<file path="config.mk">
export PLATFORM = sky130hd
export DESIGN_NAME = ilf_root
export DESIGN_NICKNAME = d
export VERILOG_FILES = /design/src/sv/ilf_pkg.sv /design/src/sv/ilf_root.sv
export SDC_FILE = /design/constraint.sdc
export NUM_CORES = 1
export LEC_CHECK = 0
export BUFFER_PORTS_ARGS = -buffer_cell sky130_fd_sc_hd__buf_2
export CORE_MARGIN = 2
export CORE_UTILIZATION = 30
export CTS_CLUSTER_SIZE = 25
export DETAILED_ROUTE_END_ITERATION = 7
export SYNTH_ARGS = -nofsm -noshare
export SYNTH_HDL_FRONTEND = slang
export SYNTH_SLANG_ARGS = --single-unit
</file>
<file path="constraint.sdc">
create_clock -name clk -period 10.35 [get_ports clk]
set_input_delay 0 -clock clk [delete_from_list [all_inputs] [get_ports clk]]
set_output_delay 0 -clock clk [all_outputs]
set_load 0.005 [all_outputs]
</file>
<file path="src/sv/ilf_pkg.sv">
package ilf_pkg;

	localparam int SW = 16;
	localparam int MULW = SW + 1;
	localparam int RMSW = 16;
	localparam int TRIALW = 16;
	localparam int IDXW = 10;
	localparam int SCW = 11;
	localparam int GAINW = 15;
	localparam int DGAINW = 16;
	localparam int MAX_SAMPLES_DEF = 1024;
	localparam int CFG_IDX_W = 3;
	localparam int CFG_DATA_W = 16;

	localparam logic [CFG_IDX_W-1:0] REG_MODE   = 3'd0;
	localparam logic [CFG_IDX_W-1:0] REG_COUNT  = 3'd1;
	localparam logic [CFG_IDX_W-1:0] REG_FORGET = 3'd2;
	localparam logic [CFG_IDX_W-1:0] REG_PROP   = 3'd3;
	localparam logic [CFG_IDX_W-1:0] REG_DERIV  = 3'd4;
	localparam logic [CFG_IDX_W-1:0] REG_MIN    = 3'd5;
	localparam logic [CFG_IDX_W-1:0] REG_MAX    = 3'd6;

	typedef enum logic [1:0] {
		FN_READ   = 2'd0,
		FN_RECORD = 2'd1,
		FN_END    = 2'd2,
		FN_CLEAR  = 2'd3
	} func_t;

	typedef struct packed {
		func_t                func;
		logic [IDXW-1:0]      sample_index;
		logic signed [SW-1:0] error_value;
	} in_t;

	typedef struct packed {
		logic signed [SW-1:0] drive_value;
		logic [RMSW-1:0]      rms_error;
		logic [TRIALW-1:0]    trial_number;
	} out_t;

endpackage

</file>
<file path="src/sv/ilf_root.sv">
module ilf_root #(
	parameter int SUMW = 2 * ilf_pkg::SW + 11,
	parameter int CW = 11
) (
	input  logic                       clk,
	input  logic                       arst_n,
	input  logic                       start,
	input  logic [SUMW-1:0]            sum,
	input  logic [CW-1:0]              count,
	output logic                       done,
	output logic [ilf_pkg::RMSW-1:0]   root
);
	import ilf_pkg::*;

	localparam int XW = 2 * SW;
	localparam int NW = $clog2(SUMW + 1);

	typedef enum logic [1:0] {R_IDLE, R_DIV, R_SQRT} rstate_t;

	rstate_t         state_q;
	logic [NW-1:0]   cnt_q;
	logic [SUMW-1:0] dq_q;
	logic [CW-1:0]   rem_q;
	logic [XW-1:0]   x_q;
	logic [XW-1:0]   res_q;
	logic [XW-1:0]   bit_q;
	logic            done_q;
	logic [RMSW-1:0] root_q;

	logic [CW:0]     trial;
	logic            ge;
	logic [CW:0]     diff;
	logic [XW-1:0]   t;
	logic            sq_ge;
	logic [XW-1:0]   res_n;

	always_comb begin
		trial = {rem_q, dq_q[SUMW-1]};
		ge = trial >= {1'b0, count};
		diff = trial - {1'b0, count};
		t = res_q + bit_q;
		sq_ge = x_q >= t;
		res_n = sq_ge ? ((res_q >> 1) + bit_q) : (res_q >> 1);
	end

	always_ff @(posedge clk or negedge arst_n) begin
		if (!arst_n) begin
			state_q <= R_IDLE;
			cnt_q <= '0;
			done_q <= 1'b0;
		end else begin
			done_q <= 1'b0;
			case (state_q)
				R_IDLE: begin
					if (start) begin
						dq_q <= sum;
						rem_q <= '0;
						cnt_q <= '0;
						state_q <= R_DIV;
					end
				end
				R_DIV: begin
					rem_q <= ge ? diff[CW-1:0] : trial[CW-1:0];
					dq_q <= {dq_q[SUMW-2:0], ge};
					cnt_q <= cnt_q + NW'(1);
					if (cnt_q == NW'(SUMW - 1)) begin
						x_q <= {dq_q[XW-2:0], ge};
						res_q <= '0;
						bit_q <= XW'(1) << (XW - 2);
						cnt_q <= '0;
						state_q <= R_SQRT;
					end
				end
				R_SQRT: begin
					if (sq_ge) begin
						x_q <= x_q - t;
					end
					res_q <= res_n;
					bit_q <= bit_q >> 2;
					cnt_q <= cnt_q + NW'(1);
					if (cnt_q == NW'(SW - 1)) begin
						root_q <= res_n[RMSW-1:0];
						done_q <= 1'b1;
						state_q <= R_IDLE;
					end
				end
				default: state_q <= R_IDLE;
			endcase
		end
	end

	assign done = done_q;
	assign root = root_q;

endmodule

</file>
==> metrics, run 1 <==
outcome=complete, no violations; global-route wire length before repair=42000 µm; Core ar.=36400 µm²; Final Max Tran Viols=0; Post-Syn Nets=1208; DR WL/cell=15.5 µm; CP endpoint=res_q[0]; worst setup path start=bit_q[0]; 1st-iter DRT viols=503; Clock Skews=0.0181 ns; Area growth, synth to finish=17.9%; Relative slew margins=24.1%; Worst R2R Start=bit_q[0]; post-detail-place hpwl=18500 µm; chip height=196 µm; die width=196 µm; startpoint types=flip-flop; number of global-route vias before repair=8163; # diodes=0; Critical Path AT=6.46 ns; IO Port Bufs=73; final number of setup-violating endpoints=0; Ys Warns=0; post-route ant nets=0; Post-Layout Cell Count=1657; num rows=70; Starting Density=30.3%; worst skew pair latency=0.45 ns; GRT Total Usage=13.6%; worst flop-to-flop path endpoint=res_q[0]; maximum VDD drop=0.000138 V; clock slew at reported path FFs=0.08 ns; placed cells=1579; Hold Path Class=in -> reg; die area=38400 µm²; # clock sinks=159; IO Count=74; Final min period=6.26 ns; largest net degree at the start of global routing=80; share of cells above drive strength 1=16.9%; routed via count=8498; antenna violations before repair=0; Yosys reg bits=159; RSZ-0062 raised after global routing=false; cell leakage power=4.97 nW; FF-to-FF path depth=19; syn_area_per_cell=10.4 µm²; Setup Total Neg Slack=0 ns; crit path kind=reg -> reg; clk buf depth=2; total gr overflow=0; total power=3.98 mW; Post-synth EDFFs=150; R2R Setup Slk=4.09 ns; CP Max Fanout=23; root cell of the clock tree=clkbuf_16; drc violations=0; Synth cell types=64; NumNets Final=1317; post-CTS sizing=0; Final Cycle Share=60.5%; Mapped Area=11000 µm²; CTS buffer count=17; Post-synth ARST share=5.66%; Post-Route WL=25800 µm; WP data required=10.55 ns; critical path endpoint category=flip-flop; FILL cells=3645; 1st-pass router iterations=5; gp weighted congestion=0.904; Pwr per Cell Area=306 nW/µm²; TritonCTS clock tree=done; post-synthesis sequential area ratio=42.8%; Synth Flop Type=edfxtp_1; Avg Vias per Cell=5.13; max frequency=160 MHz; Fin. Hold Viols=0; number of max-cap violations=0; H-tree lvl count=4; Least-Margin Pin Slew=1.14 ns; post-synthesis cell count=1067
==> worst max-delay path, stage by stage (launching register included) <==
cell       delay [ns]
edfxtp_1         0.40
ha_1             0.22
ha_1             0.21
a21o_1           0.20
a31oi_1          0.32
o31ai_1          0.19
a211o_1          0.31
a31oi_1          0.36
o21ai_0          0.24
a21oi_1          0.22
xor2_1           0.21
ha_1             0.32
inv_1            0.14
o21bai_1         0.09
a21oi_1          0.21
nor2_1           0.11
a2111oi_4        0.85
nand2_1          0.75
mux2_2           0.51
and2_1           0.16
==> synthesized netlist by cell type, types with 26 or more instances <==
cell | n | area (µm²)
and2_1 | 37 | 231
a21o_1 | 26 | 195
nand2_1 | 79 | 297
xnor2_1 | 37 | 324
edfxtp_1 | 150 | 4500
inv_1 | 39 | 146
a31oi_1 | 35 | 219
a21oi_1 | 65 | 325
mux2_2 | 65 | 732
nor2_1 | 63 | 236
ha_1 | 82 | 1030
o21ai_0 | 69 | 345
xor2_1 | 39 | 342
==> stage by stage <==
stage / utilization, % / setup WS (ns) / hold WS (ns) / area, µm²
final: 35.7 / 4.09 / 0.107 / 13000
after global routing: 35.7 / 3.58 / 0.130 / 13000
after CTS: 35.7 / 4.15 / 0.0855 / 13000
after detailed placement: 32.7 / 4.15 / -0.109 / 11900
after global placement: 32.7 / 4.21 / -0.114 / 11900
after floorplan: - / 3.43 / -0.296 / 11000
==> where the power goes <==
| group | internal, mW | total (mW) | switching [mW] |
|---|---|---|---|
| sequential | 0.974 | 1.09 | 0.120 |
| clock | 0.353 | 0.675 | 0.322 |
| combinational | 0.902 | 2.21 | 1.31 |
| total | 2.23 | 3.98 | 1.75 |
==> state kept, by name, indices dropped and copies added (netlist names) <==
name	cells
root	16
state_q	2
done	1
dq_q	43
cnt_q	6
x_q	32
res_q	32
bit_q	16
rem_q	11
==> worst min-delay path by stage <==
stage | from | endpoint | cells after the start
after floorplan | arst_n | cnt_q[0] | 0
after global routing | count[0] | rem_q[0] | 4
after CTS | count[0] | rem_q[0] | 4
after global placement | arst_n | done | 1
final | count[0] | rem_q[0] | 4
after detailed placement | arst_n | done | 1
==> cells in the final DEF, fill, tap and decap left out, types with 11 or more instances in the layout <==
cell type	n
a21o_1	26
a21oi_1	65
a31oi_1	35
and2_1	37
buf_2	73
clkbuf_16	17
dlygate4sd3_1	46
edfxtp_1	150
ha_1	80
inv_1	39
mux2_2	65
mux2i_1	12
nand2_1	79
nand3_1	21
nand4_1	20
nor2_1	62
nor2b_1	22
nor3_1	14
o21ai_0	69
or3_1	11
xnor2_1	37
xor2_1	39
==> logic make-up (layout without fill, tap and decap cells) <==
kind of cell / after synthesis / count (layout) / share of synthesized area [%]
compound gates: 289 / 289 / 16.9
xor+xnor: 76 / 76 / 6.03
fa+ha+maj: 84 / 84 / 9.65
buf+inv: 76 / 198 / 2.81
flops: 159 / 159 / 42.8
mux: 77 / 77 / 7.71
simple gates: 306 / 306 / 14.1
==> per-layer routing <==
layer | part of all wire (%) | GRT usage (%) | wire length, µm | up-vias
li1 | - | - | - | 4240
met1 | 51 | 19.3 | 13000 | 4046
met2 | 44 | 21.1 | 11300 | 183
met3 | 3.6 | 2.06 | 940 | 29
met4 | 1.8 | 4.85 | 454 | 0
met5 | 0 | 0 | 0 | -
==> area by class of cell <==
cell class / count / area, µm² / area share [%]
Multi-Input combinational cell: 832 / 6040 / 46.3
Sequential cell: 159 / 4730 / 36.3
Timing Repair Buffer: 126 / 878 / 6.74
Tap cell: 468 / 586 / 4.50
Clock buffer: 17 / 425 / 3.27
Clock inverter: 15 / 219 / 1.68
Inverter: 40 / 150 / 1.15
==> timing repair <==
action                                 CTS  global route
endpoints found under the hold margin   54             0
buffers inserted                         0             0
hold buffers                            46             0
(Power assumes the default switching activity.)
==> run 2: changes to the inputs <==
==> constraint.sdc (replaced) <==
create_clock -name clk -period 5.86 [get_ports clk]
set_input_delay 0 -clock clk [delete_from_list [all_inputs] [get_ports clk]]
set_output_delay 0 -clock clk [all_outputs]
set_load 0.005 [all_outputs]
==> run 2 against run 1 <==
Clock-buffer cell count is 4 higher. Worst hold slack better by 0.023 ns. Utilization is 0.24 points higher. Setup slack worse by 3.3 ns. Maximum frequency is 23% higher. First-iteration DRC count is 3.2% higher. Final cell count is 0.30% higher. Global-route usage is 0.25 points higher. Sequential power is 77% higher. Cell area is 0.68% higher. Routed wire length is 2.3% higher.
==> metrics, run 2 (synthesized netlist as in run 1, its figures left out) <==
outcome=complete, no violations (unchanged); total gr overflow=0 (unchanged); Clock Skews=0.0150 ns (was 0.0181 ns); Least-Margin Pin Slew=0.919 ns (was 1.14 ns); IO Port Bufs=73 (unchanged); Core ar.=36400 µm² (unchanged); Post-Route WL=26400 µm (was 25800 µm); max frequency=197 MHz (was 160 MHz); Sequential Area=4730 µm² (unchanged); number of global-route vias before repair=8222 (was 8163); routed via count=8521 (was 8498); # diodes=0 (unchanged); slowest CP cell=edfxtp_1 (was a2111oi_4); commonest non-fill, non-tap cells in the layout=150 x edfxtp_1, 79 x nand2_1, 79 x ha_1 (was 150 x edfxtp_1, 80 x ha_1, 79 x nand2_1); number of max-cap violations=0 (unchanged); biggest regs=dq_q (43), res_q (32), x_q (32) (unchanged); gr busiest metal=met2 (unchanged); Hold Path Class=in -> reg (unchanged); final number of setup-violating endpoints=0 (unchanged); Largest Register=dq_q (unchanged); critical hold path startpoint=count[0] (unchanged); Relative slew margins=38.8% (was 24.1%); clock slew at reported path FFs=0.07 ns (was 0.08 ns); WP data required=5.93 ns (was 10.55 ns); Final Max Tran Viols=0 (unchanged); most used cell, CP=a2111oi_4 (was ha_1); worst flop-to-flop path endpoint=x_q[27] (was res_q[0]); antenna violations before repair=0 (unchanged); worst hold slack=0.129 ns (was 0.107 ns); 1st-pass router iterations=5 (unchanged); Comb pwr share=56.1% (was 55.6%); 1st-iter DRT viols=519 (was 503); Worst R2R Start=res_q[2] (was bit_q[0]); Pwr per Cell Area=541 nW/µm² (was 306 nW/µm²); dpl cell area=12000 µm² (was 11900 µm²); num rows=70 (unchanged); gp weighted congestion=0.846 (was 0.904); switching portion of total power=43.4% (was 44.0%); Avg Vias per Cell=5.13 (about the same); FILL cells=3629 (was 3645); post-route ant nets=0 (unchanged); # clock sinks=159 (unchanged); Hold Path Sink=rem_q[0] (unchanged); Sequential Power Share=27.3% (was 27.5%); Starting Density=30.3% (unchanged); slowest stage delay, CP=0.48 ns (was 0.85 ns); met3 Use GR=2.11% (was 2.06%); Fin. Hold Viols=0 (unchanged); post-detail-place hpwl=19100 µm (was 18500 µm); IO Count=74 (unchanged); TritonCTS clock tree=done (unchanged); root cell of the clock tree=clkbuf_16 (unchanged); CP Max Fanout=32 (was 23); worst path cell trace=ha_4 > a31o_4 > a31oi_4 > o21a_1 > o31ai_4 > a211oi_1 > o31ai_1 > a31oi_1 > xor2_1 > ha_1 > nand4_1 > a2111oi_4 > a2111oi_4 > and2_1 > a21boi_4 > buf_4 (was ha_1 > ha_1 > a21o_1 > a31oi_1 > o31ai_1 > a211o_1 > a31oi_1 > o21ai_0 > a21oi_1 > xor2_1 > ha_1 > inv_1 > o21bai_1 > a21oi_1 > nor2_1 > a2111oi_4 > nand2_1 > mux2_2 > and2_1); most common cell after layout, fill and taps aside=edfxtp_1 (unchanged); chip height=196 µm (unchanged); max reg flops=43 (unchanged); die area=38400 µm² (unchanged); maximum VDD drop=0.000205 V (was 0.000138 V); Hold Crit Depth=4 (unchanged); Pint=4.02 mW (was 2.23 mW); Psw=3.08 mW (was 1.75 mW); met1 usage=20.1% (was 19.3%); final instance area=13100 µm² (was 13000 µm²); Area growth, synth to finish=18.7% (was 17.9%); clk buf depth=2 (unchanged); top cell family by delay on the critical path=compound AO/OA/AOI/OAI gates (unchanged); NumNets Final=1322 (was 1317); die width=196 µm (unchanged); Critical Path AT=5.16 ns (was 6.46 ns); largest net degree at the start of global routing=82 (was 80); clock share of power=16.6% (was 17.0%); drc violations=0 (unchanged); share of cells above drive strength 1=17.7% (was 16.9%); cell leakage power=5.01 nW (was 4.97 nW); Worst Path Buf+Inv=1 (unchanged); Final Cycle Share=86.8% (was 60.5%); global-route wire length before repair=42800 µm (was 42000 µm); CTS buffer count=17 (unchanged); DR WL/cell=15.9 µm (was 15.5 µm); FF-to-FF path depth=16 (was 19); RSZ-0062 raised after global routing=false (unchanged); Final min period=5.09 ns (was 6.26 ns); crit path kind=reg -> reg (unchanged); startpoint types=flip-flop (unchanged); critical path endpoint category=flip-flop (unchanged); R2R Setup Slk=0.77 ns (was 4.09 ns); area of the multi-input gates=6110 µm² (was 6040 µm²); met2 usage=21.5% (was 21.1%); GRT Total Usage=13.9% (was 13.6%); worst skew pair latency=0.44 ns (was 0.45 ns); post-CTS sizing=0 (unchanged); H-tree lvl count=4 (unchanged)
==> run 2: cell types whose count changed in the layout (fill, tap and decap cells not counted), sizes merged <==
cell	delta
clkinv	-6
buf	+5
clkbuf	+4
inv	+3
bufinv	-1
==> run 2: area by class of cell <==
cell class	instances	share of cell area, %
Multi-Input combinational cell	832	46.6
Sequential cell	159	36.1
Timing Repair Buffer	131	6.98
Tap cell	468	4.47
Clock buffer	21	4.01
Inverter	40	1.15
Clock inverter	11	0.754
==> run 2: through the flow <==
stage                     utilization [%]  cells  setup WS (ns)  TNS, ns  power [mW]
after CTS                            36.0   1662          0.729        0        7.12
after floorplan                         -   1067         -0.676   -21.63        4.98
after detailed placement             33.0   1584          0.767        0        5.88
final                                36.0   1662          0.773        0        7.10
after global placement               33.0   1584          0.829        0        5.85
after global routing                 36.0   1662          0.332        0        7.65
==> run 2: worst max path at each step <==
stage               startpoint      end  cells past startpoint
detailed placement    res_q[2]  x_q[28]                     16
CTS                   res_q[2]  x_q[26]                     16
floorplan             res_q[2]   x_q[0]                     17
global placement      res_q[2]  x_q[31]                     16
global route          res_q[4]  x_q[27]                     15
finish                res_q[2]  x_q[27]                     16
==> run 2: worst min-delay path: stages <==
cell	delay, ns
buf_2	0.09
ha_1	0.15
nand2_1	0.05
o211a_1	0.11
==> run 2: timing repair <==
item | 4_1_cts | 5_1_grt
setup endpoints to repair | 0 | 0
hold buffers | 46 | 0
setup buffers | 0 | 0
hold endpoints to repair | 54 | 0
==> run 2: layer usage <==
layer / share of wire [%] / up-vias
met2: 44 / 190
li1: - / 4265
met4: 1.4 / 0
met3: 3.5 / 28
met5: 0 / -
met1: 51 / 4038
==> run 2: power groups by stage <==
| stage | logic [mW] | registers, mW | clock network [mW] |
|---|---|---|---|
| final | 3.98 | 1.93 | 1.18 |
| after detailed placement | 3.92 | 1.95 | 0 |
| after CTS | 3.98 | 1.93 | 1.21 |
| after global routing | 4.42 | 1.97 | 1.26 |
| after global placement | 3.90 | 1.95 | 0 |
| after floorplan | 3.09 | 1.89 | 0 |
