===== config.mk =====
export PLATFORM = sky130hd
export DESIGN_NAME = ilf_mul
export DESIGN_NICKNAME = d
export VERILOG_FILES = /design/src/sv/ilf_pkg.sv /design/src/sv/ilf_mul.sv
export SDC_FILE = /design/constraint.sdc
export NUM_CORES = 1
export LEC_CHECK = 0
export ABC_AREA = 1
export BUFFER_PORTS_ARGS = -buffer_cell sky130_fd_sc_hd__buf_2
export CORE_MARGIN = 2
export CORE_UTILIZATION = 45
export CTS_CLUSTER_DIAMETER = 150
export DETAILED_ROUTE_END_ITERATION = 16
export PLACE_DENSITY = 0.68
export SLEW_MARGIN = 40
export SYNTH_ARGS = -nofsm -noshare
export SYNTH_HDL_FRONTEND = slang
export SYNTH_SLANG_ARGS = --single-unit

===== constraint.sdc =====
create_clock -name clk -period 7.3 [get_ports clk]
set_clock_uncertainty 0.15 [all_clocks]
set_input_delay 2.19 -clock clk [delete_from_list [all_inputs] [get_ports clk]]
set_output_delay 2.19 -clock clk [all_outputs]
set_load 0.01 [all_outputs]

===== src/sv/ilf_pkg.sv =====
package ilf_pkg;

	localparam int SW = 16;
	localparam int MULW = SW + 1;
	localparam int RMSW = 16;
	localparam int TRIALW = 16;
	localparam int IDXW = 10;
	localparam int SCW = 11;
	localparam int GAINW = 15;
	localparam int DGAINW = 16;
	localparam int MAX_SAMPLES_DEF = 1024;
	localparam int CFG_IDX_W = 3;
	localparam int CFG_DATA_W = 16;

	localparam logic [CFG_IDX_W-1:0] REG_MODE   = 3'd0;
	localparam logic [CFG_IDX_W-1:0] REG_COUNT  = 3'd1;
	localparam logic [CFG_IDX_W-1:0] REG_FORGET = 3'd2;
	localparam logic [CFG_IDX_W-1:0] REG_PROP   = 3'd3;
	localparam logic [CFG_IDX_W-1:0] REG_DERIV  = 3'd4;
	localparam logic [CFG_IDX_W-1:0] REG_MIN    = 3'd5;
	localparam logic [CFG_IDX_W-1:0] REG_MAX    = 3'd6;

	typedef enum logic [1:0] {
		FN_READ   = 2'd0,
		FN_RECORD = 2'd1,
		FN_END    = 2'd2,
		FN_CLEAR  = 2'd3
	} func_t;

	typedef struct packed {
		func_t                func;
		logic [IDXW-1:0]      sample_index;
		logic signed [SW-1:0] error_value;
	} in_t;

	typedef struct packed {
		logic signed [SW-1:0] drive_value;
		logic [RMSW-1:0]      rms_error;
		logic [TRIALW-1:0]    trial_number;
	} out_t;

endpackage


===== src/sv/ilf_mul.sv =====
module ilf_mul (
	input  logic                                 clk,
	input  logic signed [ilf_pkg::MULW-1:0]      a,
	input  logic signed [ilf_pkg::MULW-1:0]      b,
	output logic signed [2*ilf_pkg::MULW-1:0]    p
);
	import ilf_pkg::*;

	logic signed [2*MULW-1:0] p_q;

	always_ff @(posedge clk) begin
		p_q <= a * b;
	end

	assign p = p_q;

endmodule


==> impl_metrics.prom, run 1 <==
# TYPE chip_impl_metric gauge
chip_impl_metric{name="postLayoutCellArea",unit="sq mm"} 0.0142
chip_impl_info{name="worstHoldStart",value="b[0]"} 1
chip_impl_metric{name="synthesis.area_per_instance",unit="sq um"} 7.72
chip_impl_metric{name="async_reset_ff_frac",unit=""} 0
chip_impl_metric{name="initial_utilization",unit=""} 0.455
chip_impl_info{name="clockRootBuffer",value="clkbuf_16"} 1
chip_impl_metric{name="portBuffers",unit=""} 68
chip_impl_info{name="synthMostInstantiatedCell",value="inv_1"} 1
chip_impl_metric{name="wirelength",unit="um"} 29600
chip_impl_metric{name="seq_cells_post_synth",unit=""} 34
chip_impl_metric{name="number_of_flip_flops_under_the_largest_register_name",unit=""} 34
chip_impl_metric{name="fin_worst_hold_slack",unit="ns"} 2.10
chip_impl_metric{name="timing.critical_path.required",unit="ns"} 7.34
chip_impl_metric{name="synth-edff-count",unit=""} 0
chip_impl_metric{name="setup_viol_count_final",unit=""} 0
chip_impl_metric{name="cts_sink_cnt",unit=""} 34
chip_impl_metric{name="synth.yosys.seq_area_share",unit=""} 0.0541
chip_impl_metric{name="cts_buffer_count",unit=""} 5
chip_impl_metric{name="worst_margin_slew",unit="ns"} 0.401
chip_impl_metric{name="synthesis.nets",unit=""} 2045
chip_impl_metric{name="fillCellCount",unit=""} 2694
chip_impl_info{name="synth_ff_type",value="dfxtp_1"} 1
chip_impl_metric{name="grt_max_degree",unit=""} 18
chip_impl_metric{name="cts_hold_repair.buffers",unit=""} 0
chip_impl_metric{name="gr-total-overflow",unit=""} 0
chip_impl_metric{name="layout_min_cycle_time",unit="ns"} 7.07
chip_impl_metric{name="placeableCoreArea",unit="sq mm"} 0.0276
chip_impl_metric{name="synth_top_area_frac",unit=""} 0.471
chip_impl_metric{name="grt_usage",unit=""} 0.220
chip_impl_metric{name="cap_violations",unit=""} 0
chip_impl_metric{name="placed_cells",unit=""} 2101
chip_impl_metric{name="total_iterations_of_the_first_detailed_routing_run",unit=""} 5
chip_impl_metric{name="synth-warning-count",unit=""} 0
chip_impl_info{name="cp_top_family",value="adder cells"} 1
chip_impl_metric{name="remaining_drc_errors",unit=""} 0
chip_impl_metric{name="nets",unit=""} 2152
chip_impl_metric{name="grt_first_pass_wirelength",unit="um"} 51000
chip_impl_metric{name="hpwl",unit="um"} 26600
chip_impl_metric{name="tightest_slew_margin_relative_to_the_limit",unit=""} 0.730
chip_impl_metric{name="mapped_cell_area",unit="sq mm"} 0.0126
chip_impl_metric{name="final_hold_viol_count",unit=""} 0
chip_impl_metric{name="gp_congestion",unit=""} 0.917
chip_impl_metric{name="clk_transition_reported_paths",unit="ns"} 0.06
chip_impl_info{name="tritoncts_clock_tree",value="done"} 1
chip_impl_metric{name="timing.fmax",unit="GHz"} 0.141
chip_impl_metric{name="ant_nets",unit=""} 0
chip_impl_metric{name="critical_path_arrival",unit="ns"} 7.10
chip_impl_info{name="worst_path_max_delay_cell",value="fa_2"} 1
chip_impl_metric{name="cp.buffers_inverters",unit=""} 5
chip_impl_metric{name="viasPerCell",unit=""} 4.71
chip_impl_metric{name="synth_cells",unit=""} 1629
chip_impl_metric{name="finalMaxSlewViolations",unit=""} 0
chip_impl_metric{name="layout_area_overhead",unit="%"} 12.7
chip_impl_metric{name="instances_no_fill",unit=""} 2116
chip_impl_info{name="synth.largest_area_cell",value="fa_1"} 1
chip_impl_metric{name="cts_htree_levels",unit=""} 2
chip_impl_metric{name="layout-drive-gt1-share",unit=""} 0.128
chip_impl_info{name="leading_cell_types_by_total_area_after_synthesis",value="fa_1, inv_1, nand2_1, ha_1, dfxtp_1"} 1
chip_impl_metric{name="wire_per_inst",unit="um"} 14.0
chip_impl_info{name="status",value="completed"} 1
chip_impl_metric{name="die_w",unit="um"} 171
chip_impl_metric{name="clk_path_buf_depth",unit=""} 2
chip_impl_metric{name="boundaryPins",unit=""} 69
chip_impl_metric{name="antenna_found_initial",unit=""} 1
chip_impl_metric{name="fp.dieArea",unit="sq mm"} 0.0293
chip_impl_info{name="worstPathCellList",value="clkbuf_4 > nand2_1 > fa_1 > inv_1 > fa_2 > buf_4 > fa_1 > fa_1 > fa_1 > inv_1 > fa_1 > inv_1 > ha_1 > nand2_1 > nor2_1 > nand2_1 > nor3_1 > nand2_1 > nand3_1 > nand2_1"} 1
chip_impl_info{name="cp-end-kind",value="flop"} 1
chip_impl_info{name="worst_min_delay_path_class",value="in2reg"} 1
chip_impl_info{name="netlist_top_cells_count",value="inv_1, nand2_1, fa_1, ha_1, clkbuf_1"} 1
chip_impl_metric{name="chipHeight",unit="um"} 171
chip_impl_metric{name="final_min_period_over_clock_period",unit=""} 0.968
chip_impl_metric{name="rows",unit=""} 61
chip_impl_metric{name="timing.critical_path.fanout_max",unit=""} 13
chip_impl_metric{name="placedInstanceArea",unit="sq mm"} 0.0138
chip_impl_metric{name="route.vias.total",unit=""} 9958
chip_impl_metric{name="via_count_of_the_first_global_routing_pass",unit=""} 10800
chip_impl_info{name="hold_end",value="p[0]$_DFF_P_"} 1
chip_impl_info{name="path_class",value="in2reg"} 1
chip_impl_info{name="worst_setup_path_start_kind",value="primary input"} 1
chip_impl_metric{name="postLayoutCoreUtil",unit=""} 0.513
chip_impl_metric{name="max_stage_delay",unit="ns"} 0.64
chip_impl_metric{name="worstHoldPathCells",unit=""} 3
chip_impl_info{name="setup_repair_after_global_routing_missed_its_margin",value="true"} 1
chip_impl_metric{name="netlist-cell-type-count",unit=""} 27
chip_impl_metric{name="detailed_router_s_first_iteration_violation_count",unit=""} 440
how the worst max path moves through the flow:
stage | start | endpoint | cells past startpoint
4_1_cts | b[8] | p[33]$_DFF_P_ | 21
5_1_grt | b[5] | p[21]$_DFF_P_ | 24
6_report | b[6] | p[32]$_DFF_P_ | 20
2_1_floorplan | b[7] | p[33]$_DFF_P_ | 20
3_3_place_gp | b[8] | p[31]$_DFF_P_ | 20
3_5_place_dp | b[8] | p[33]$_DFF_P_ | 21
what timing repair did:
item	4_1_cts	5_1_grt
setup buffers	0	6
resized for setup	0	38
setup endpoints to repair	0	12
final cells by class:
| cell class | count | area [sq um] | area share |
|---|---|---|---|
| Sequential cell | 34 | 681 | 0.0480 |
| Clock inverter | 2 | 12.5 | 0.000883 |
| Timing Repair Buffer | 167 | 1130 | 0.0795 |
| Inverter | 511 | 1920 | 0.135 |
| Tap cell | 378 | 473 | 0.0334 |
| Antenna cell | 1 | 2.50 | 0.000177 |
| Multi-Input combinational cell | 1017 | 9820 | 0.693 |
| Clock buffer | 6 | 139 | 0.00980 |
cell families (layout without fill, tap and decap cells):
group	Yosys count	after routing	share of synthesized area
buffers and inverters	578	686	0.173
and+or+nand+nor	570	570	0.184
adders and majority gates	381	381	0.556
AOI/OAI and AO/OA	46	46	0.0199
DFF	34	34	0.0541
xor gates and xnor gates	20	20	0.0139
other	0	1	0
placed cells by master (no fill, tap or decap):
master      Yosys  final
clkbuf_8        0      1
dfxtp_1        34     34
clkbuf_4        0     12
nand2_2         6     14
nor2_4          3      3
nor2_2          4     10
buf_12          0      1
clkinvlp_4      0      1
clkbuf_16       0      5
o21a_1          1      1
fa_1          296    293
and2_2          1      1
diode_2         0      1
ha_1           85     82
nor2_1         49     43
and2_1          2      2
ha_4            0      3
a21oi_1        30     27
nor3_1          6      5
nand4_1        10     10
xnor2_1         4      4
buf_4           0     98
fa_2            0      3
a21oi_2         0      3
or2_2           3      3
nand3b_1        4      4
nand3_2         2      2
nand3_1        27     27
o21bai_1        6      6
a21o_1          1      1
inv_2           2      3
inv_1         509    508
o21ai_0         8      8
nand2_1       451    443
xor2_1         16     16
nor3_2          2      3
clkinv_2        0      1
buf_2           0     56
per-stage QoR:
step	setup slack [ns]	setup TNS, ns
3_5_place_dp	-0.156	-1.30
2_1_floorplan	0.0110	0
5_1_grt	-0.0133	-0.0151
6_report	0.232	0
3_3_place_gp	-0.121	-0.614
4_1_cts	0.131	0
layer usage:
| layer | GRT usage | vias to the layer above | part of all wire |
|---|---|---|---|
| li1 | - | 4732 | - |
| met1 | 0.270 | 4918 | 0.40 |
| met2 | 0.411 | 255 | 0.52 |
| met3 | 0.0231 | 53 | 0.050 |
| met4 | 0.0542 | 0 | 0.027 |
| met5 | 0 | - | 0 |
Power of run 1 is not shown: default switching activity piles up to over one toggle a cycle in this logic, so the estimate is an artifact.
==> run 2, diff against run 1 <==
Settings changed: CORE_ASPECT_RATIO from default to 1.2, CTS_BUF_LIST from default to sky130_fd_sc_hd__clkbuf_4 sky130_fd_sc_hd__clkbuf_8 sky130_fd_sc_hd__clkbuf_16.
==> impl_metrics.prom, run 2 (synthesis gave the netlist of run 1 again) <==
# TYPE chip_impl_metric gauge
chip_impl_info{name="tritoncts_clock_tree",value="done"} 1
chip_impl_metric{name="remaining_drc_errors",unit=""} 0
chip_impl_metric{name="boundaryPins",unit=""} 69
chip_impl_metric{name="gr-total-overflow",unit=""} 0
chip_impl_info{name="worst_min_delay_path_class",value="in2reg"} 1
chip_impl_metric{name="clk_transition_reported_paths",unit="ns"} 0.06
chip_impl_metric{name="tightest_slew_margin_relative_to_the_limit",unit=""} 0.592
chip_impl_metric{name="grt_usage",unit=""} 0.228
chip_impl_metric{name="clk_path_buf_depth",unit=""} 2
chip_impl_metric{name="antenna_found_initial",unit=""} 0
chip_impl_metric{name="finalMaxSlewViolations",unit=""} 0
chip_impl_metric{name="cap_violations",unit=""} 0
chip_impl_info{name="worst_setup_path_start_kind",value="primary input"} 1
chip_impl_metric{name="cts_buffer_count",unit=""} 5
chip_impl_metric{name="cts_hold_repair.buffers",unit=""} 0
chip_impl_metric{name="initial_utilization",unit=""} 0.453
chip_impl_metric{name="cts_sink_cnt",unit=""} 34
chip_impl_metric{name="layout_area_overhead",unit="%"} 13.5
chip_impl_info{name="final_cell_mix",value="inv_1, nand2_1, fa_1, buf_4, ha_1"} 1
chip_impl_metric{name="hpwl",unit="um"} 27300
chip_impl_metric{name="worst_margin_slew",unit="ns"} 0.610
chip_impl_info{name="layout_commonest_cell",value="inv_1"} 1
chip_impl_metric{name="wirelength",unit="um"} 30500
chip_impl_metric{name="rows",unit=""} 67
chip_impl_info{name="status",value="completed"} 1
chip_impl_metric{name="total_iterations_of_the_first_detailed_routing_run",unit=""} 5
chip_impl_metric{name="detailed_router_s_first_iteration_violation_count",unit=""} 536
chip_impl_metric{name="critical_path_arrival",unit="ns"} 7.15
chip_impl_metric{name="viasPerCell",unit=""} 4.71
chip_impl_metric{name="setup_viol_count_final",unit=""} 0
chip_impl_info{name="cp-end-kind",value="flop"} 1
chip_impl_metric{name="portBuffers",unit=""} 68
chip_impl_metric{name="cts_htree_levels",unit=""} 2
chip_impl_metric{name="route.vias.total",unit=""} 10000
chip_impl_metric{name="grt_max_degree",unit=""} 18
chip_impl_metric{name="die_w",unit="um"} 157
chip_impl_metric{name="n_antenna_cell",unit=""} 0
chip_impl_metric{name="grt_first_pass_wirelength",unit="um"} 53100
chip_impl_metric{name="timing.setup.tns",unit="ns"} 0
chip_impl_metric{name="final_hold_viol_count",unit=""} 0
chip_impl_metric{name="via_count_of_the_first_global_routing_pass",unit=""} 11300
chip_impl_metric{name="fillCellCount",unit=""} 2671
chip_impl_metric{name="number_of_flip_flops_under_the_largest_register_name",unit=""} 34
chip_impl_metric{name="wire_per_inst",unit="um"} 14.3
chip_impl_metric{name="layout_min_cycle_time",unit="ns"} 7.12
chip_impl_metric{name="chipHeight",unit="um"} 187
chip_impl_metric{name="timing.critical_path.fanout_max",unit=""} 5
chip_impl_metric{name="timing.critical_path.required",unit="ns"} 7.34
chip_impl_metric{name="gp_congestion",unit=""} 0.938
chip_impl_metric{name="timing.fmax",unit="GHz"} 0.141
chip_impl_metric{name="final_min_period_over_clock_period",unit=""} 0.975
chip_impl_metric{name="fp.dieArea",unit="sq mm"} 0.0293
chip_impl_metric{name="ant_nets",unit=""} 0
chip_impl_info{name="path_class",value="in2reg"} 1
chip_impl_info{name="clockRootBuffer",value="clkbuf_16"} 1
chip_impl_metric{name="nets",unit=""} 2162
chip_impl_metric{name="placeableCoreArea",unit="sq mm"} 0.0277
chip_impl_metric{name="layout-drive-gt1-share",unit=""} 0.127
## run 2: cell types whose count changed in the layout (fill, tap and decap cells not counted), sizes merged
cell,previous run,this run
bufinv,0,2
buf,155,167
clkinvlp,1,0
diode,1,0
clkbuf,18,15
## run 2: stage by stage
stage,setup slack [ns],utilization,cell area [sq um],hold slack (ns),instances
2_1_floorplan,0.0110,-,12600,2.33,1629
3_3_place_gp,-0.146,0.504,14000,2.43,2116
3_5_place_dp,-0.185,0.504,14000,2.43,2116
4_1_cts,0.0197,0.511,14200,2.16,2124
5_1_grt,-0.0188,0.514,14300,2.20,2126
6_report,0.184,0.514,14300,2.16,2126
## run 2: repair_timing
item,4_1_cts,5_1_grt
setup buffers,0,2
resized for setup,0,28
endpoints found under the setup margin,0,14
## run 2: routing by layer
layer / GRT usage / share of wire / vias to the layer above / routed length (um)
met5: 0 / 0 / - / 0
met4: 0.0914 / 0.048 / 0 / 1470
met3: 0.0109 / 0.033 / 85 / 1020
met2: 0.431 / 0.54 / 250 / 16400
met1: 0.268 / 0.38 / 4918 / 11600
li1: - / - / 4750 / -
## run 2: worst paths after layout
kind,startpoint,endpoint,slack [ns],cells past startpoint
min,b[0],p[0]$_DFF_P_,2.16,3
max,a[7],p[18]$_DFF_P_,0.18,22
## run 2: critical path, stage by stage
cell	delay, ns
buf_2	0.16
buf_4	0.15
nand2_1	0.06
inv_1	0.05
fa_1	0.50
inv_1	0.06
fa_1	0.45
fa_1	0.51
inv_1	0.05
fa_1	0.50
fa_1	0.52
inv_1	0.06
fa_1	0.49
inv_1	0.05
ha_1	0.39
nand2_1	0.11
nor2_2	0.21
nand3_1	0.11
nand3_2	0.13
nand2_1	0.06
nand2_1	0.07
xor2_1	0.24
## run 2: cell type report
| cell class | count | area [sq um] | share of cell area |
|---|---|---|---|
| Clock inverter | 3 | 68.8 | 0.00482 |
| Tap cell | 379 | 474 | 0.0332 |
| Inverter | 511 | 1920 | 0.134 |
| Sequential cell | 34 | 681 | 0.0477 |
| Multi-Input combinational cell | 1017 | 9780 | 0.685 |
| Timing Repair Buffer | 177 | 1230 | 0.0861 |
| Clock buffer | 5 | 125 | 0.00877 |
Power of run 2 is left out for the same reason.
==> run 3, diff against run 2 <==
Settings changed: CORE_UTILIZATION 45 to 42, MAX_ROUTING_LAYER from default to met4, PLACE_DENSITY 0.68 to 0.65.
==> impl_metrics.prom, run 3 (synthesis gave the netlist of run 1 again) <==
# TYPE chip_impl_metric gauge
chip_impl_info{name="status",value="completed"} 1
chip_impl_metric{name="layout-drive-gt1-share",unit=""} 0.126
chip_impl_info{name="cp-end-kind",value="flop"} 1
chip_impl_metric{name="grt_max_degree",unit=""} 18
chip_impl_metric{name="setup_viol_count_final",unit=""} 0
chip_impl_metric{name="tightest_slew_margin_relative_to_the_limit",unit=""} 0.737
chip_impl_metric{name="timing.critical_path.required",unit="ns"} 7.33
chip_impl_metric{name="number_of_flip_flops_under_the_largest_register_name",unit=""} 34
chip_impl_metric{name="remaining_drc_errors",unit=""} 0
chip_impl_metric{name="critical_path_arrival",unit="ns"} 7.11
chip_impl_metric{name="wirelength",unit="um"} 30200
chip_impl_info{name="layout_commonest_cell",value="inv_1"} 1
chip_impl_metric{name="die_w",unit="um"} 162
chip_impl_metric{name="cts_htree_levels",unit=""} 2
chip_impl_metric{name="antenna_found_initial",unit=""} 0
chip_impl_metric{name="via_count_of_the_first_global_routing_pass",unit=""} 11100
chip_impl_metric{name="clk_path_buf_depth",unit=""} 2
chip_impl_metric{name="timing.fmax",unit="GHz"} 0.141
chip_impl_metric{name="portBuffers",unit=""} 68
chip_impl_metric{name="layout_min_cycle_time",unit="ns"} 7.08
chip_impl_metric{name="cts_hold_repair.buffers",unit=""} 0
chip_impl_info{name="final_cell_mix",value="inv_1, nand2_1, fa_1, buf_4, ha_1"} 1
chip_impl_metric{name="viasPerCell",unit=""} 4.67
chip_impl_metric{name="cts_sink_cnt",unit=""} 34
chip_impl_info{name="setup_repair_after_global_routing_missed_its_margin",value="true"} 1
chip_impl_metric{name="ant_nets",unit=""} 0
chip_impl_metric{name="final_hold_viol_count",unit=""} 0
chip_impl_metric{name="finalMaxSlewViolations",unit=""} 0
chip_impl_metric{name="total_iterations_of_the_first_detailed_routing_run",unit=""} 5
chip_impl_metric{name="clk_transition_reported_paths",unit="ns"} 0.06
chip_impl_metric{name="grt_usage",unit=""} 0.213
chip_impl_metric{name="chipHeight",unit="um"} 194
chip_impl_metric{name="fp.dieArea",unit="sq mm"} 0.0313
chip_impl_metric{name="gp_congestion",unit=""} 0.919
chip_impl_metric{name="detailed_router_s_first_iteration_violation_count",unit=""} 479
chip_impl_metric{name="n_antenna_cell",unit=""} 0
chip_impl_metric{name="hpwl",unit="um"} 27300
chip_impl_metric{name="layout_area_overhead",unit="%"} 12.7
chip_impl_info{name="path_class",value="in2reg"} 1
chip_impl_metric{name="route.vias.total",unit=""} 9951
chip_impl_metric{name="gr-total-overflow",unit=""} 0
chip_impl_info{name="tritoncts_clock_tree",value="done"} 1
chip_impl_metric{name="worst_margin_slew",unit="ns"} 0.395
chip_impl_metric{name="nets",unit=""} 2155
chip_impl_metric{name="cap_violations",unit=""} 0
chip_impl_metric{name="rows",unit=""} 69
chip_impl_metric{name="boundaryPins",unit=""} 69
chip_impl_metric{name="final_min_period_over_clock_period",unit=""} 0.970
chip_impl_info{name="worst_min_delay_path_class",value="in2reg"} 1
chip_impl_metric{name="grt_first_pass_wirelength",unit="um"} 52100
chip_impl_metric{name="wire_per_inst",unit="um"} 14.2
chip_impl_metric{name="timing.critical_path.fanout_max",unit=""} 16
chip_impl_info{name="clockRootBuffer",value="clkbuf_16"} 1
chip_impl_metric{name="placeableCoreArea",unit="sq mm"} 0.0295
chip_impl_info{name="worst_setup_path_start_kind",value="primary input"} 1
chip_impl_metric{name="timing.setup.tns",unit="ns"} 0
chip_impl_metric{name="cts_buffer_count",unit=""} 5
chip_impl_metric{name="initial_utilization",unit=""} 0.426
run 3: cell count changes in the layout (fill, tap and decap cells not counted), moves of 2 or more:
cell	delta
ha_4	-2
bufinv_16	-2
nand2_2	+3
nor2_2	+2
buf_4	-9
nor2_1	-2
clkbuf_4	+3
nand2_1	-3
run 3: metrics by stage:
step                      instances  hold slack [ns]  area, sq um   util  worst slack, ns
after floorplan                1629             2.33        12600      -           0.0110
after global placement         2118             2.42        13900  0.471           -0.115
after detailed placement       2118             2.43        13900  0.471           -0.177
after CTS                      2126             2.13        14100  0.476            0.117
after global routing           2130             2.16        14200  0.480          -0.0271
final                          2130             2.14        14200  0.480            0.221
run 3: layout make-up:
cell class / count / area (sq um)
inverters: 511 / 1920
multi-input cells: 1017 / 9770
clock inverters: 2 / 12.5
flip-flops and latches: 34 / 681
repair buffers: 170 / 1160
clock buffers: 6 / 139
fillers: 2913 / 15400
well taps: 390 / 488
run 3: worst paths after layout:
| check | start | end | depth (start not counted) |
|---|---|---|---|
| max | a[10] | p[31]$_DFF_P_ | 19 |
| min | b[0] | p[0]$_DFF_P_ | 3 |
run 3: routing by layer:
metal	share of wire	GRT usage	wire length [um]	vias to the layer above
li1	-	-	-	4740
met5	0	-	0	-
met2	0.56	0.407	16900	217
met3	0.032	0.0129	955	49
met4	0.028	0.0515	860	0
met1	0.38	0.240	11500	4945
run 3: critical path: stages:
cell and delay, ns:
buf_2 0.31, nand2_1 0.13, fa_1 0.53, fa_1 0.46
fa_1 0.54, inv_1 0.05, fa_1 0.43, fa_1 0.53
inv_1 0.05, fa_1 0.48, inv_1 0.04, ha_1 0.37
nand2_2 0.14, nor2_1 0.21, o21ai_0 0.16, nand3_1 0.17
nand2_1 0.12, nand3_1 0.10, nand2_1 0.05
run 3: what timing repair did:
action                     CTS  global route
setup buffers                0             4
resized for setup            0            31
setup endpoints to repair    0            14
Power of run 3 is left out for the same reason.
